==> src/rtl/team_ram.sv <==
`timescale 1ns / 1ps
// ----------------------------------------------------------------------------
// team_ram
// Simple dual-port synchronous RAM, one write and one registered read port.
// ----------------------------------------------------------------------------
module team_ram #(
    parameter int WIDTH = 8,
    parameter int DEPTH = 16
) (
    input  logic                     clk,
    input  logic                     we,
    input  logic [$clog2(DEPTH)-1:0] waddr,
    input  logic [WIDTH-1:0]         wdata,
    input  logic                     re,
    input  logic [$clog2(DEPTH)-1:0] raddr,
    output logic [WIDTH-1:0]         rdata
);

    logic [WIDTH-1:0] mem [DEPTH];

    always_ff @(posedge clk)
    begin
        if (we)
        begin
            mem[waddr] <= wdata;
        end
        if (re)
        begin
            rdata <= mem[raddr];
        end
    end

endmodule
==> config.mk <==
export PLATFORM = sky130hd
export DESIGN_NAME = team_ram
export DESIGN_NICKNAME = d
export VERILOG_FILES = /design/src/rtl/team_ram.sv
export SDC_FILE = /design/constraint.sdc
export NUM_CORES = 1
export LEC_CHECK = 0
export ABC_AREA = 1
export BUFFER_PORTS_ARGS = -buffer_cell sky130_fd_sc_hd__buf_2
export CAP_MARGIN = 30
export CORE_ASPECT_RATIO = 0.5
export CORE_MARGIN = 5
export CORE_UTILIZATION = 45
export DETAILED_ROUTE_END_ITERATION = 6
export GPL_TIMING_DRIVEN = 0
export HOLD_SLACK_MARGIN = 0.15
export PLACE_DENSITY_LB_ADDON = 0.08
export SLEW_MARGIN = 20
export SYNTH_ARGS = -nofsm -noshare
export SYNTH_HDL_FRONTEND = slang
export SYNTH_SLANG_ARGS = --single-unit
==> constraint.sdc <==
create_clock -name clk -period 1.3 [get_ports clk]
set_input_delay 0.13 -clock clk [delete_from_list [all_inputs] [get_ports clk]]
set_output_delay 0.13 -clock clk [all_outputs]
set_load 0.05 [all_outputs]
==> impl_metrics.toml <==
[critical_path]
r2r-end = "rdata[1]"
cp.arrival_ns = 1.38
slowest_delay_ns = 0.35
r2r-start = "mem[4][1]"
crit_path_end = "rdata[1]"
rrSetupSlack_ns = 0.09
r2r_cells = 6
crit_slowest_cell = "edfxtp_1"
critPathMostFrequentCell = "nand3_1"
critPathMaxFanout = 1
path_class = "reg2reg"
cp-start-kind = "register"
path_cells = "inv_1, nand2_1, nand3_1, nand3_1, nand3_1, nand2_1"
required_ns = 1.47
startpoint = "mem[4][1]"
endpoint_kind = "register"

[timing]
fin_tns_setup_ns = 0
fmax_ghz = 0.826
hold_ws_ns = 0.157
rsz0062_at_grt = "no"
setup_ws_ns = 0.0890
finalMaxSlewViolations = 0
timing.final.crit_share_pct = 93.2
tightestPinTransition_ns = 0.963
slew_headroom_pct = 35.6
finClkSkew_ns = 0.00875
setup_viol = 0
finalHoldViolCount = 0
post-route-min-period_ns = 1.21

[placement]
dpl_cell_area_mm2 = 0.00619
finalWeightedCongestion = 0.838
post-place-ws_ns = -0.336
dp_hpwl_um = 9820
io_buffers = 23
dp_cells = 746

[power]
power_density_mw_per_mm2 = 1530
vdd_drop_max_v = 0.000761
p_leak_nw = 2.93

[clocking]
h-tree-depth = 4
cts.sinks = 136
clk_pin_slew_ns = 0.06
cts_buffers = 17
clk_latency_ns = 0.42
cts_tree = "yes"
cts_buffer_depth = 2
cts_root_buf = "clkbuf_16"

[min_path]
min_path_type = "in2reg"
hold_depth = 1

[global_routing]
grt.met2_usage_pct = 29.0
grt_pass1_wl_um = 22900
overflow = 0
use_met1_pct = 30.8
antenna_found_initial = 0
grt_usage_pct = 20.5
grt_use_met3_pct = 5.60
grt_busiest_layer = "met1"
grt_max_degree = 17
grt_pass1_vias = 3825

[drt]
wl_um = 14900
ant_nets = 0
drt_iter0_markers = 451
num_vias = 3971
remaining_drc_errors = 0
wl_per_cell_um = 19.0
vias_per_cell = 5.07
first_pass_iters = 5

[final_layout]
fill_cells = 1124
final_area_mm2 = 0.00683
drive_gt1_share_pct = 13.2
multiInputGateArea_mm2 = 0.00121
fin_nets = 620
final_cell_count_no_fill = 784
layout_commonest_cell = "nand2_1"
mostFrequentLayoutCells = "nand2_1 (173), edfxtp_1 (136), inv_1 (100)"
diodes = 0
areaGrowthSynthToFinish_pct = 16.8
regArea_mm2 = 0.00408

[synthesis]
synth_warnings = 0
syn_area_mm2 = 0.00585
synthCells = 551
yosys.area.top_type = "edfxtp_1"
syn_nets = 570
ys_ff_latch = 136
synth_seq_area_share_pct = 69.8
yosysUniqueCellTypes = 11
synth.top_cell.area_share_pct = 69.8
synth_area_per_cell_um2 = 10.6
netlist_top_cells_area = "edfxtp_1 (70%), nand2_1 (11%), nand3_1 (8.3%)"

[floorplan]
fp.coreArea_mm2 = 0.0127
die_h_um = 90.6
ios = 27
fp.dieW_um = 171
rows = 29
start_util_pct = 46.0
dieArea_mm2 = 0.0155

[run]
drv_cap = 0

[outcome]
outcome = "finished, final reports clean"
## sequential cells by signal, summed over array words and instances, names as in the netlist
| register | count |
|---|---|
| rdata | 8 |
| mem | 128 |
## stage by stage
stage	total power, mW	util [%]
final	10.4	53.8
after global routing	10.8	53.8
after CTS	10.4	53.8
after detailed placement	5.77	48.7
after global placement	5.76	48.6
after floorplan	5.47	-
## synth_stat cells (all sizes together)
library cell	n
nand2	173
edfxtp	136
inv	102
nand3	97
buf	24
nor2	17
nand3b	2
## where the power goes
part	leakage (nW)	total, mW	switching [mW]	internal (mW)
combinational	1.43	0.734	0.537	0.197
clock	0.273	4.73	1.91	2.82
sequential	1.24	4.96	0.0213	4.94
## per-layer routing
metal / vias to the layer above / share of wire, %
met5: - / 0
met3: 17 / 8.3
met1: 1926 / 48
met2: 145 / 43
li1: 1883 / -
met4: 0 / 1.3
## timing repair
| action | 4_1_cts | 5_1_grt |
|---|---|---|
| buffers inserted | 0 | 0 |
| hold endpoints to repair | 88 | 0 |
| hold buffers | 6 | 0 |
| resized for setup | 0 | 0 |
## logic make-up after synthesis
family                 Yosys count  share of synthesized area (%)
DFF                            136                           69.8
buffers and inverters          126                           9.39
and+or+nand+nor                289                           20.8
## area by class of cell
cell class	instances	area share [%]
multi-input cells	289	17.8
plain buffers	24	2.44
clock buffers	17	6.23
clock inverters	15	2.24
repair buffers	31	2.79
inverters	102	5.61
flip-flops and latches	136	59.8
well taps	170	3.12
## worst max-delay path: cells and delay by family, from the launching register on
kind          cells  cell delay [ns]
flops             1             0.35
simple gates      5             0.53
buf+inv           1             0.06
## worst min path at each step
stage              from         end
3_5_place_dp         re    rdata[2]
6_report       wdata[7]  mem[11][7]
2_1_floorplan  wdata[0]   mem[0][0]
3_3_place_gp         re    rdata[7]
4_1_cts        wdata[7]  mem[11][7]
5_1_grt        wdata[7]  mem[11][7]
Power figures use the tool's default switching activity.
